### src/sv/threshold_perceptron_inference_macros.svh
// assertion macros shared by the perceptron inference rtl
`ifndef THRESHOLD_PERCEPTRON_INFERENCE_MACROS_SVH
`define THRESHOLD_PERCEPTRON_INFERENCE_MACROS_SVH
`ifndef NO_ASSERTIONS
// same-cycle implication
`define TPI_ASSERT_IMPLY(name, clk, rst, ante, cons) \
  name: assert property (@(posedge clk) disable iff (rst) (ante) |-> (cons)) \
    else $error("tpi: same-cycle check failed");
// next-cycle implication
`define TPI_ASSERT_NEXT(name, clk, rst, ante, cons) \
  name: assert property (@(posedge clk) disable iff (rst) (ante) |=> (cons)) \
    else $error("tpi: next-cycle check failed");
`else
`define TPI_ASSERT_IMPLY(name, clk, rst, ante, cons)
`define TPI_ASSERT_NEXT(name, clk, rst, ante, cons)
`endif
`endif

### src/sv/tpi_pkg.sv
// shared types and constants of the perceptron inference block
`timescale 1ns / 1ps
`default_nettype none

package tpi_pkg;

  // widths fixed by the port fields
  localparam int COMMAND_W   = 2;
  localparam int LEVEL_IN_W  = 2;
  localparam int NEURON_IN_W = 4;
  localparam int VALUE_IN_W  = 16;
  localparam int OUT_BITS_W  = 16;
  localparam int COUNT_W     = 5;
  localparam int CFG_INDEX_W = 3;
  localparam int CFG_DATA_W  = 5;

  // neuron index carried down the datapath, wide enough for the largest array
  localparam int TAG_IDX_W = 6;

  // commands
  localparam logic [COMMAND_W-1:0] CMD_WEIGHT  = 2'd0;
  localparam logic [COMMAND_W-1:0] CMD_BIAS    = 2'd1;
  localparam logic [COMMAND_W-1:0] CMD_ELEMENT = 2'd2;

  // configuration register indexes
  localparam logic [CFG_INDEX_W-1:0] REG_LEVEL_COUNT      = 3'd0;
  localparam logic [CFG_INDEX_W-1:0] REG_SIZE_INPUT       = 3'd1;
  localparam logic [CFG_INDEX_W-1:0] REG_SIZE_LEVEL_ONE   = 3'd2;
  localparam logic [CFG_INDEX_W-1:0] REG_SIZE_LEVEL_TWO   = 3'd3;
  localparam logic [CFG_INDEX_W-1:0] REG_SIZE_LEVEL_THREE = 3'd4;

  // configuration reset values
  localparam logic [1:0]         RST_LEVEL_COUNT      = 2'd2;
  localparam logic [COUNT_W-1:0] RST_SIZE_INPUT       = 5'd5;
  localparam logic [COUNT_W-1:0] RST_SIZE_LEVEL_ONE   = 5'd6;
  localparam logic [COUNT_W-1:0] RST_SIZE_LEVEL_TWO   = 5'd4;
  localparam logic [COUNT_W-1:0] RST_SIZE_LEVEL_THREE = 5'd4;

  // control travelling with each product slot
  typedef struct packed {
    logic                 valid;
    logic                 first;   // first product of a neuron
    logic                 last;    // last product of a neuron
    logic                 none;    // neuron with no inputs, product is zero
    logic                 mul;     // first level, element times weight
    logic                 act;     // later levels, source neuron fired
    logic [TAG_IDX_W-1:0] index;   // destination neuron
  } tpi_tag_t;

  // neuron decision coming back from the datapath
  typedef struct packed {
    logic                 valid;
    logic                 fire;
    logic [TAG_IDX_W-1:0] index;
  } tpi_fire_t;

endpackage

`default_nettype wire

### src/sv/tpi_mac.sv
// product, saturating accumulate and bias compare of one neuron at a time
`timescale 1ns / 1ps
`default_nettype none

module tpi_mac #(
  parameter int VALUE_WIDTH = 16,
  parameter int FRAC_BITS   = 12
) (
  input  wire                            clk,
  input  wire                            rst,
  input  tpi_pkg::tpi_tag_t              tag,
  input  wire logic signed [VALUE_WIDTH-1:0] x,
  input  wire logic signed [VALUE_WIDTH-1:0] w,
  input  wire logic signed [VALUE_WIDTH-1:0] b,
  output tpi_pkg::tpi_fire_t             fire,
  output logic                           busy
);
  import tpi_pkg::*;

  // accumulator, threshold, product, sum and compare widths
  localparam int AW = 2 * VALUE_WIDTH;
  localparam int TW = VALUE_WIDTH + FRAC_BITS;
  localparam int PW = (AW > TW) ? AW : TW;
  localparam int SW = PW + 1;
  localparam int KW = (AW > TW) ? AW : TW;

  localparam logic signed [SW-1:0] ACC_HI = SW'({1'b0, {(AW-1){1'b1}}});
  localparam logic signed [SW-1:0] ACC_LO = ~ACC_HI;

  logic signed [AW-1:0] mul_full;
  logic signed [PW-1:0] w_ext;
  logic signed [PW-1:0] prod_next;
  logic signed [PW-1:0] prod;
  logic signed [VALUE_WIDTH-1:0] p_bias;
  tpi_tag_t             p_tag;

  logic signed [SW-1:0] base;
  logic signed [SW-1:0] sum;
  logic signed [SW-1:0] clamped;
  logic signed [AW-1:0] acc;
  logic signed [AW-1:0] acc_next;
  logic signed [KW-1:0] acc_cmp;
  logic signed [KW-1:0] thr;

  // product select: element times weight, weight scaled by a fired neuron, or zero
  assign mul_full = x * w;
  always_comb begin
    w_ext = PW'(w);
    if (tag.none) begin
      prod_next = '0;
    end else if (tag.mul) begin
      prod_next = PW'(mul_full);
    end else if (tag.act) begin
      prod_next = w_ext <<< FRAC_BITS;
    end else begin
      prod_next = '0;
    end
  end

  // product stage register
  always_ff @(posedge clk) begin
    p_tag  <= tag;
    prod   <= prod_next;
    p_bias <= b;
    if (rst) begin
      p_tag.valid <= 1'b0;
    end
  end

  // saturating add and strict compare against the scaled bias
  always_comb begin
    base = p_tag.first ? '0 : SW'(acc);
    sum  = base + SW'(prod);
    if (sum > ACC_HI) begin
      clamped = ACC_HI;
    end else if (sum < ACC_LO) begin
      clamped = ACC_LO;
    end else begin
      clamped = sum;
    end
    acc_next = AW'(clamped);
    acc_cmp  = KW'(acc_next);
    thr      = KW'(p_bias) <<< FRAC_BITS;
  end

  // accumulate stage register and decision
  always_ff @(posedge clk) begin
    if (p_tag.valid) begin
      acc <= acc_next;
    end
    fire.fire  <= acc_cmp > thr;
    fire.index <= p_tag.index;
    if (rst) begin
      fire.valid <= 1'b0;
    end else begin
      fire.valid <= p_tag.valid & p_tag.last;
    end
  end

  assign busy = p_tag.valid | fire.valid;

endmodule

`default_nettype wire

### config.mk
export PLATFORM = sky130hd
export DESIGN_NAME = tpi_mac
export DESIGN_NICKNAME = d
export VERILOG_FILES = /design/src/sv/threshold_perceptron_inference_macros.svh /design/src/sv/tpi_pkg.sv /design/src/sv/tpi_mac.sv
export SDC_FILE = /design/constraint.sdc
export NUM_CORES = 1
export LEC_CHECK = 0
export CORE_ASPECT_RATIO = 0.6
export CORE_MARGIN = 1.5
export CORE_UTILIZATION = 52
export DETAILED_ROUTE_END_ITERATION = 10
export DONT_BUFFER_PORTS = 1
export PLACE_DENSITY = 0.65
export SYNTH_ARGS = -nofsm -noshare
export SYNTH_HDL_FRONTEND = slang
export SYNTH_SLANG_ARGS = --single-unit
export TNS_END_PERCENT = 30
### constraint.sdc
create_clock -name clk -period 15.2 [get_ports clk]
set_input_delay 1.52 -clock clk [delete_from_list [all_inputs] [get_ports clk]]
set_output_delay 1.52 -clock clk [all_outputs]
set_load 0.005 [all_outputs]
# Word level (Yosys, flattened, before mapping)
# Index checks and enable logic that the tools add are counted.
# word_totals
regBits,97
out_inout_bits,9
elab_cells,22
# classes
addsub,1
mul,1
magnitude_cmp,3
mux,5
bitwise,2
# op_table
op,count
2-to-1 mux 32 bit,4
adder 33 x 32 -> 33 bit,1
> comparator 33 x 32 -> 1 bit (second input constant),1
less-than comparator 33 x 32 -> 1 bit (second input constant),1
2-to-1 mux 33 bit,1
> comparator 32 x 28 -> 1 bit,1
multiplier 16 x 16 -> 32 bit,1
AND 1 bit,1
bitwise OR 1 bit,1

# Depth between registers and ports, before layout
# Gate-level depths: netlist of run 1.
# logic_depth
depth_word,6
mapped_depth,24
mapped_depth_nobuf,23

# Worst setup path before layout of run 1
# Ideal clock, no wire load.
# synth_timing
path_type,input to register
from,input port w[6]
to,register prod[28]
setup_ns,0.131
arrival_ns,7.244
required_time_ns,15.069
slack_ns,7.825
path_stages,23
path_buffers,1
path_cell_list,clkbuf_1 -> nand2_1 -> fa_1 -> inv_1 -> fa_1 -> inv_1 -> fa_1 -> inv_1 -> fa_1 -> inv_1 -> fa_1 -> inv_1 -> fa_1 -> ha_1 -> a21o_1 -> a21o_1 -> a221o_1 -> a221o_1 -> a31o_2 -> a211oi_1 -> or3_1 -> xor2_1 -> o21ai_0
# synth_between
elab_chain_cells,2
# synth_lines
item,line_no,text
from (decl),tpi_mac.sv:13,"input wire logic signed [VALUE_WIDTH-1:0] w,"
multiplier 16 x 16 -> 32 bit,tpi_mac.sv:46,assign mul_full = x * w;
2-to-1 mux 32 bit,tpi_mac.sv:51,end else if (tag.mul) begin
to (signal assigned),tpi_mac.sv:63,prod <= prod_next;
to (decl),tpi_mac.sv:33,logic signed [PW-1:0] prod;
# No other way between the ends.
# A chain may end at the register's enable or synchronous reset.

# Worst setup path after layout of run 1
# layout_timing
from,input port x[0]
to,register prod[28]
# layout_between
elab_chain_cells,2
# layout_lines
item,line_no,text
from (decl),tpi_mac.sv:12,"input wire logic signed [VALUE_WIDTH-1:0] x,"
multiplier 16 x 16 -> 32 bit,tpi_mac.sv:46,
2-to-1 mux 32 bit,tpi_mac.sv:51,
# No other way between the ends.

==> results.tsv, run 1 <==
stage	metric	value	unit
outcome	outcome	finished clean	
setup_path	critical-path-slowest-cell	fa_1	
synth	synth-edff-count	32	
setup_path	crit_type	primary input to flip-flop	
finish	antenna_cells	0	
timing	final-max-slew-violation-count	0	
clocking	htree_num_levels	3	
synth	avgSynthCellArea	9.27	um^2
setup_path	crit_buf_inv	3	
timing	fin_tns_setup	0	ns
finish	postLayoutCoreUtil	55.6	%
setup_path	crit_arrival	7.47	ns
setup_path	r2r_slack	7.97	ns
drt	first_pass_iters	5	
floorplanning	initial_utilization	53.7	%
timing	period_needed	7.25	ns
drt	wirelength	35500	um
global_routing	antenna_found_initial	1	
finish	syn_to_final_growth	3.50	%
timing	clock_skew	0.0109	ns
place	pre_cts_ws	7.61	ns
clocking	cts_setup_buffers	0	
clocking	clk_pin_slew	0.07	ns
clocking	ctsResizeCount	0	
synth	ys_seq_area_share	15.1	%
global_routing	overflow	0	
setup_path	cp_slowest_stage_delay	0.55	ns
timing	hold_viol_final	0	
timing	rsz0062_at_grt	no	
floorplanning	io_pins	71	
setup_path	crit_chain	nand2b_1 > fa_1 > fa_1 > inv_1 > fa_1 > inv_1 > fa_1 > fa_1 > inv_1 > fa_1 > ha_1 > a21o_1 > a21o_1 > a221o_1 > a221o_1 > a31o_2 > a211oi_1 > or3_1 > xor2_1 > o21ai_0	
place	io_buffers	0	
synth	synth_area_leaders	fa_1 (35%), ha_1 (11%), dfxtp_1 (8.7%)	
clocking	cts_buffers	9	
synth	synth_area	15000	um^2
place	gp_congestion	0.922	
timing	setup_viol	0	
timing	maxSlewHeadroom	24.3	%
clocking	cts_buffer_depth	2	
finish	nets	2037	
synth	synth_ff_type	dfxtp_1	
synth	ys_top_cells_by_count	inv_1 (298), fa_1 (263), nand2_1 (178)	
synth	synth_cell_types	62	
timing	timing.final.ws_setup	7.95	ns
floorplanning	die_w	222	um
synth	synthCells	1621	
setup_path	path_max_fanout	16	
timing	tightest_slew	1.14	ns
drt	drc_errors	0	
synth	yosysTopAreaCell	fa_1	
synth	synth-seq-cells	97	
clocking	cts_tree	built	
setup_path	start_kind	primary input	
timing	hold_slack	0.327	ns
global_routing	grt_max_degree	34	
setup_path	crit_top_cell	fa_1	
drt	post_drt_wl_per_cell	18.2	um
clocking	holdBufCountCts	0	
finish	nFillCells	2545	
floorplanning	num_rows	47	
drt	vias	10700	
setup_path	required	15.42	ns
floorplanning	die-area	30000	um^2
global_routing	grt_first_pass_wirelength	60600	um
global_routing	grtUsageTotal	25.9	%
drt	routed_via_density	5.50	
drt	postRouteAntennaNets	0	
synth	syn_nets	2080	
clocking	clock-root-buffer	clkbuf_16	
global_routing	first_global_vias	11500	
synth	postSynth.asyncResetShare	0	%
timing	finalCritPeriodShare	47.7	%
timing	fmax	138	MHz
place	place_hpwl	28700	um
hold_path	hold_class	flip-flop to flip-flop	
synth	ys_warn_count	0	
floorplanning	die_height	135	um
setup_path	crit_family	adder cells	
drt	initialDrtViolationCount	810	
synth	synth_most_common_cell	inv_1	
clocking	cts.sinks	97	
finish	drive_gt1_share	2.27	%
clocking	insertion_delay	0.36	ns
synth	synth_top_area_share	35.0	%
run	cap_viol_max_count	0	
setup_path	cp-end-kind	flip-flop	
floorplanning	core_area	28000	um^2
worst reg2reg max path, stage by stage (launching register included):
cell and delay [ns]:
dfxtp_1 0.30, buf_4 0.24, nor2b_1 0.16, ha_1 0.21, inv_1 0.07, fa_1 0.41
nand2b_1 0.20, a21oi_1 0.30, o31ai_2 0.17, o21ai_2 0.27, a31o_2 0.24, o211ai_1 0.20
a21oi_2 0.95, nand2_2 0.54, a21oi_1 0.40, ha_1 0.22, nand4_1 0.08, nor2_1 0.27
nand3_1 0.26, or4_1 0.53, nor4_1 0.16, or4b_1 0.53, a2111oi_2 0.31, nor3_1 0.08
layout by cell type (no fill, tap or decap), types with 6 or more instances in the layout:
cell / netlist / routed
nand3_1: 13 / 13
o21ai_0: 34 / 34
inv_1: 298 / 298
dfxtp_1: 65 / 65
nor3_1: 9 / 9
nor2_1: 57 / 57
nand2_1: 178 / 178
fa_1: 263 / 263
ha_1: 134 / 134
nand4_1: 10 / 10
nand2b_1: 25 / 25
clkbuf_16: 0 / 9
xor2_1: 19 / 19
o211ai_1: 6 / 6
nor2b_1: 40 / 40
a21o_1: 36 / 36
a31oi_1: 9 / 9
maj3_1: 11 / 11
xnor2_1: 43 / 43
a21oi_1: 83 / 83
and2_1: 119 / 119
o21bai_1: 9 / 9
edfxtp_1: 32 / 32
state kept, by name (all words and copies together) (netlist names):
register  cells
prod         32
fire          8
p_bias       16
p_tag         9
acc          32
cell type report:
cell class | instances | area [um^2] | area share [%]
Multi-Input combinational cell | 1169 | 11400 | 73.3
Sequential cell | 97 | 2260 | 14.5
Inverter | 298 | 1120 | 7.19
Tap cell | 367 | 459 | 2.95
Clock buffer | 9 | 225 | 1.45
Clock inverter | 7 | 60.1 | 0.386
Timing Repair Buffer | 3 | 22.5 | 0.145
stage by stage:
| step | std cells | area [um^2] |
|---|---|---|
| final | 1950 | 15600 |
| after global routing | 1950 | 15600 |
| after CTS | 1950 | 15600 |
| after detailed placement | 1934 | 15300 |
| after global placement | 1934 | 15300 |
| after floorplan | 1621 | 15000 |
final timing paths:
check,from,endpoint,cells after the start
worst max register to register,p_tag[10],fire[6],23
worst max-delay path,x[0],prod[28],20
worst min register to register,p_tag[1],fire[1],0
worst min-delay path,p_tag[1],fire[1],0
logic make-up after synthesis:
logic type / after synthesis / share of synthesized area, %
compound gates: 221 / 9.36
xor+xnor: 62 / 3.61
fa+ha+maj: 408 / 46.9
buf+inv: 355 / 9.04
flops: 97 / 15.1
mux: 2 / 0.133
simple gates: 476 / 15.9
layer usage:
metal | track usage, % | wire (um) | up-vias
li1 | - | - | 5000
met1 | 38.6 | 17200 | 5401
met2 | 40.2 | 15600 | 295
met3 | 4.63 | 2300 | 34
met4 | 4.46 | 367 | 0
met5 | 0 | 0 | -
Power of run 1 is left out: the tool's default activity adds up to more than one toggle a clock period on the data nets, which glitch-free logic cannot reach.
==> inputs of run 2 (changes only) <==
--- a/config.mk
+++ b/config.mk
@@ -5,6 +5,7 @@
 export SDC_FILE = /design/constraint.sdc
 export NUM_CORES = 1
 export LEC_CHECK = 0
+export ABC_AREA = 1
 export CORE_ASPECT_RATIO = 0.6
 export CORE_MARGIN = 1.5
 export CORE_UTILIZATION = 52
==> constraint.sdc (replaced) <==
create_clock -name clk -period 7.3 [get_ports clk]
set_input_delay 0.73 -clock clk [delete_from_list [all_inputs] [get_ports clk]]
set_output_delay 0.73 -clock clk [all_outputs]
set_load 0.005 [all_outputs]
==> results.tsv, run 2 <==
stage	metric	value	unit
outcome	outcome	finished clean	
timing	period_needed	6.20	ns
floorplanning	core_area	29100	um^2
place	gp_congestion	0.904	
clocking	ctsResizeCount	0	
drt	routed_via_density	5.13	
global_routing	antenna_found_initial	1	
setup_path	crit_type	primary input to flip-flop	
drt	drc_errors	0	
drt	postRouteAntennaNets	0	
drt	vias	11900	
synth	synthMuxAreaShare	0	%
place	dpl_cell_area	15800	um^2
synth	synth_cell_types	43	
clocking	htree_num_levels	3	
clocking	clk_pin_slew	0.07	ns
hold_path	hold_class	flip-flop to flip-flop	
clocking	holdBufCountCts	0	
clocking	clock-root-buffer	clkbuf_16	
global_routing	grt_max_degree	34	
floorplanning	initial_utilization	53.4	%
setup_path	crit_arrival	6.45	ns
timing	tightest_slew	1.24	ns
synth	synth_adder_area_share	44.7	%
floorplanning	die_w	226	um
synth	synth_top_area_share	33.9	%
global_routing	overflow	0	
floorplanning	io_pins	71	
finish	drive_gt1_share	3.74	%
setup_path	cp-end-kind	flip-flop	
finish	syn_to_final_growth	3.99	%
synth	synth_ff_type	dfxtp_1	
clocking	insertion_delay	0.36	ns
synth	synth_most_common_cell	inv_1	
finish	reg.largest.list	acc x32, prod x32, p_bias x16	
setup_path	critical-path-slowest-cell	fa_1	
synth	yosysTopAreaCell	fa_1	
finish	final_common_cell	inv_1	
drt	wirelength	38300	um
timing	rsz0062_at_grt	no	
timing	fin_tns_setup	0	ns
finish	postLayoutCoreUtil	55.6	%
clocking	cts_buffers	9	
synth	synth-simple-area-share	17.1	%
global_routing	grtUsageTotal	27.1	%
synth	syn_nets	2427	
floorplanning	die_height	137	um
setup_path	start_kind	primary input	
setup_path	cp_slowest_stage_delay	0.54	ns
timing	final-max-slew-violation-count	0	
timing	fmax	161	MHz
drt	post_drt_wl_per_cell	16.4	um
run	cap_viol_max_count	0	
synth	avgSynthCellArea	7.89	um^2
drt	first_pass_iters	5	
setup_path	required	7.55	ns
synth	ys_top_cells_by_count	inv_1 (504), nand2_1 (473), fa_1 (263)	
synth	synth_area	15500	um^2
setup_path	r2r_slack	1.96	ns
drt	initialDrtViolationCount	804	
floorplanning	die-area	31000	um^2
floorplanning	num_rows	48	
synth	synthCells	1968	
synth	synth_area_leaders	fa_1 (34%), inv_1 (12%), nand2_1 (11%)	
synth	synth_compound_area_share	7.15	%
global_routing	first_global_vias	12600	
timing	clock_skew	0.0103	ns
timing	maxSlewHeadroom	17.0	%
synth	ys_warn_count	0	
synth	synth_top_family_by_area	adder cells	
timing	finalCritPeriodShare	84.9	%
timing	setup_viol	0	
clocking	cts_buffer_depth	2	
global_routing	grt_first_pass_wirelength	64600	um
timing	hold_viol_final	0	
clocking	cts_tree	built	
setup_path	path_max_fanout	17	
finish	most-common-layout-cells	inv_1 (504), nand2_1 (473), fa_1 (263), ha_1 (134), a21oi_1 (101)	
synth	synth-seq-cells	97	
synth	ys_seq_area_share	14.6	%
synth	synth_xor_xnor_area_share	2.54	%
finish	nets	2381	
place	place_hpwl	31600	um
finish	antenna_cells	0	
clocking	cts.sinks	97	
synth	postSynth.asyncResetShare	0	%
synth	synth-edff-count	32	
finish	postLayoutCellArea	16200	um^2
place	io_buffers	0	
clocking	cts_setup_buffers	0	
[run 2: worst paths after layout]
check,from,to,cells past startpoint
worst max-delay path,w[15],prod[28],25
worst min-delay path,p_tag[5],fire[5],0
worst max register to register,p_tag[10],fire[6],26
worst min register to register,p_tag[5],fire[5],0
[run 2: per-stage QoR]
step / cells / hold slack, ns / setup slack [ns]
floorplan: 1968 / 0.310 / 1.17
global placement: 2311 / 0.309 / 0.933
detailed placement: 2311 / 0.313 / 0.782
CTS: 2327 / 0.329 / 1.15
global route: 2327 / 0.335 / 0.790
finish: 2327 / 0.329 / 1.10
[run 2: logic make-up (layout without fill, tap and decap cells)]
kind of cell             Yosys count  count (layout)
AO/OA/AOI/OAI                    201             201
XOR/XNOR                          45              45
adder cells (fa/ha/maj)          397             397
buffers and inverters            573             532
flip-flops                        97              97
AND/OR/NAND/NOR                  655             655
[run 2: area by class of cell]
class / count / area (um^2)
Clock buffer: 12 / 278
Clock inverter: 4 / 53.8
Fill cell: 2816 / 12900
Inverter: 513 / 1930
Multi-Input combinational cell: 1298 / 11100
Sequential cell: 97 / 2260
Tap cell: 400 / 500
Timing Repair Buffer: 3 / 22.5
[run 2: worst max-delay path, delay by kind of cell]
kind,cells,cell delay [ns]
compound gates,1,0.06
fa+ha+maj,7,3.46
buf+inv,5,0.48
simple gates,12,1.69
[run 2: per-layer routing]
layer / up-vias / track usage, % / share of wire [%]
met4: 2 / 3.81 / 0.91
met3: 27 / 4.64 / 7.0
met2: 341 / 42.6 / 44
met5: - / 0 / 0.034
met1: 5844 / 40.2 / 48
li1: 5728 / - / -
Power of run 2 is left out for the same reason.
==> inputs of run 3 (changes only) <==
--- a/config.mk
+++ b/config.mk
@@ -5,13 +5,13 @@
 export SDC_FILE = /design/constraint.sdc
 export NUM_CORES = 1
 export LEC_CHECK = 0
-export ABC_AREA = 1
+export ABC_AREA = 0
 export CORE_ASPECT_RATIO = 0.6
 export CORE_MARGIN = 1.5
 export CORE_UTILIZATION = 52
 export DETAILED_ROUTE_END_ITERATION = 10
 export DONT_BUFFER_PORTS = 1
-export PLACE_DENSITY = 0.65
+export PLACE_DENSITY = 0.68
 export SYNTH_ARGS = -nofsm -noshare
 export SYNTH_HDL_FRONTEND = slang
 export SYNTH_SLANG_ARGS = --single-unit
==> constraint.sdc (replaced) <==
create_clock -name clk -period 5.5 [get_ports clk]
set_input_delay 0.55 -clock clk [delete_from_list [all_inputs] [get_ports clk]]
set_output_delay 0.55 -clock clk [all_outputs]
set_load 0.005 [all_outputs]
==> results.tsv, run 3 (synthesized netlist as in run 1, its figures left out) <==
stage	metric	value	unit
finish	antenna_cells	0	
clocking	clock-root-buffer	clkbuf_16	
drt	initialDrtViolationCount	722	
run	cap_viol_max_count	0	
floorplanning	io_pins	71	
global_routing	grtUsageTotal	25.8	%
finish	reg.largest.list	acc x32, prod x32, p_bias x16	
timing	timing.final.ws_setup	-0.219	ns
clocking	cts_buffer_depth	2	
floorplanning	die-area	30000	um^2
floorplanning	die_height	135	um
setup_path	required	5.72	ns
timing	setup_viol	8	
clocking	cts_buffers	9	
setup_path	worst_r2r_path_depth	22	
place	place_hpwl	29500	um
setup_path	reg2reg_to	fire[6]	
drt	wirelength	35500	um
timing	rsz0062_at_grt	yes	
floorplanning	initial_utilization	53.7	%
global_routing	first_global_vias	12500	
global_routing	met2_usage	43.3	%
setup_path	crit_path_end	prod[28]	
floorplanning	num_rows	47	
timing	fmax	175	MHz
drt	postRouteAntennaNets	0	
timing	hold_viol_final	0	
setup_path	crit_arrival	5.94	ns
finish	final_common_cell	inv_1	
timing	clock_skew	0.00965	ns
timing	tightest_slew	0.803	ns
setup_path	start_kind	primary input	
clocking	holdBufCountCts	0	
floorplanning	core_area	28000	um^2
global_routing	grt_first_pass_wirelength	61500	um
finish	drive_gt1_share	13.8	%
finish	most-common-layout-cells	inv_1 (286), fa_1 (257), nand2_1 (165), buf_4 (126), ha_1 (123)	
setup_path	crit_type	primary input to flip-flop	
timing	period_needed	5.72	ns
setup_path	cp-startpoint	w[1]	
setup_path	cp-end-kind	flip-flop	
drt	routed_via_density	5.38	
drt	first_pass_iters	5	
drt	drc_errors	0	
setup_path	path_max_fanout	17	
hold_path	hold_class	primary input to flip-flop	
finish	seqCellArea	2260	um^2
clocking	htree_num_levels	3	
floorplanning	die_w	222	um
global_routing	met3_usage	4.40	%
global_routing	grtUsageMet1	36.1	%
timing	final-max-slew-violation-count	0	
global_routing	overflow	0	
drt	post_drt_wl_per_cell	17.1	um
clocking	cts.sinks	97	
setup_path	r2r-start	acc[0]	
finish	multi_input_area	11800	um^2
outcome	violations	negative setup slack	
clocking	cts_tree	built	
timing	finalCritPeriodShare	104	%
finish	syn_to_final_growth	13.3	%
place	gp_congestion	0.898	
finish	nFillCells	2424	
global_routing	grt_max_degree	34	
finish	postLayoutCoreUtil	60.9	%
global_routing	antenna_found_initial	0	
place	io_buffers	0	
clocking	insertion_delay	0.35	ns
timing	maxSlewHeadroom	46.3	%
clocking	clk_pin_slew	0.07	ns
global_routing	busiest_layer	met2	
drt	vias	11200	
setup_path	r2r_slack	-0.06	ns
outcome	outcome	finished with violations	
finish	nets	2166	
-- run 3: worst min-delay path by stage --
stage                     startpoint          to  slack [ns]  cells past startpoint
after CTS                     tag[9]    p_tag[9]        0.20                      0
after detailed placement    p_tag[0]     fire[0]        0.31                      0
after global routing           b[14]  p_bias[14]        0.20                      0
after floorplan             p_tag[0]     fire[0]        0.31                      0
final                          b[14]  p_bias[14]        0.22                      0
after global placement      p_tag[2]     fire[2]        0.31                      0
-- run 3: metrics by stage --
step	hold WS (ns)	worst slack, ns	instances	setup TNS (ns)	instance area [um^2]
2_1_floorplan	0.310	-0.404	1621	-2.53	15500
6_report	0.216	-0.219	2079	-0.923	17000
3_3_place_gp	0.310	-0.509	2061	-5.86	16400
4_1_cts	0.201	-0.189	2077	-0.762	16800
3_5_place_dp	0.313	-0.631	2061	-7.45	16400
5_1_grt	0.199	-0.385	2079	-2.71	17000
-- run 3: critical path: stages --
cell and delay [ns]:
nand2_4 0.04, fa_1 0.54, inv_1 0.06, fa_1 0.52
inv_1 0.05, fa_1 0.48, fa_1 0.53, fa_1 0.51
inv_1 0.04, fa_1 0.51, ha_4 0.21, a21o_1 0.16
a21o_1 0.15, a221o_1 0.34, a221o_1 0.35, a31o_4 0.25
a211oi_4 0.25, or3_1 0.16, xor2_1 0.14, o21ai_1 0.07
-- run 3: layout make-up --
| type | count | share of cell area [%] |
|---|---|---|
| Clock inverter | 7 | 0.602 |
| Inverter | 298 | 6.58 |
| Sequential cell | 97 | 13.3 |
| Clock buffer | 9 | 1.32 |
| Multi-Input combinational cell | 1169 | 69.4 |
| Tap cell | 367 | 2.70 |
| Timing Repair Buffer | 132 | 6.10 |
-- run 3: repair_timing --
| action | in CTS | in global routing |
|---|---|---|
| buffers inserted | 0 | 2 |
| endpoints found under the setup margin | 11 | 16 |
| gates resized for setup | 18 | 50 |
| pin swaps | 15 | 43 |
-- run 3: routing by layer --
layer	up-vias	routed length, um
met1	5598	16500
met2	281	16600
met5	-	0
li1	5271	-
met4	0	401
met3	45	1970
Power of run 3 is left out for the same reason.
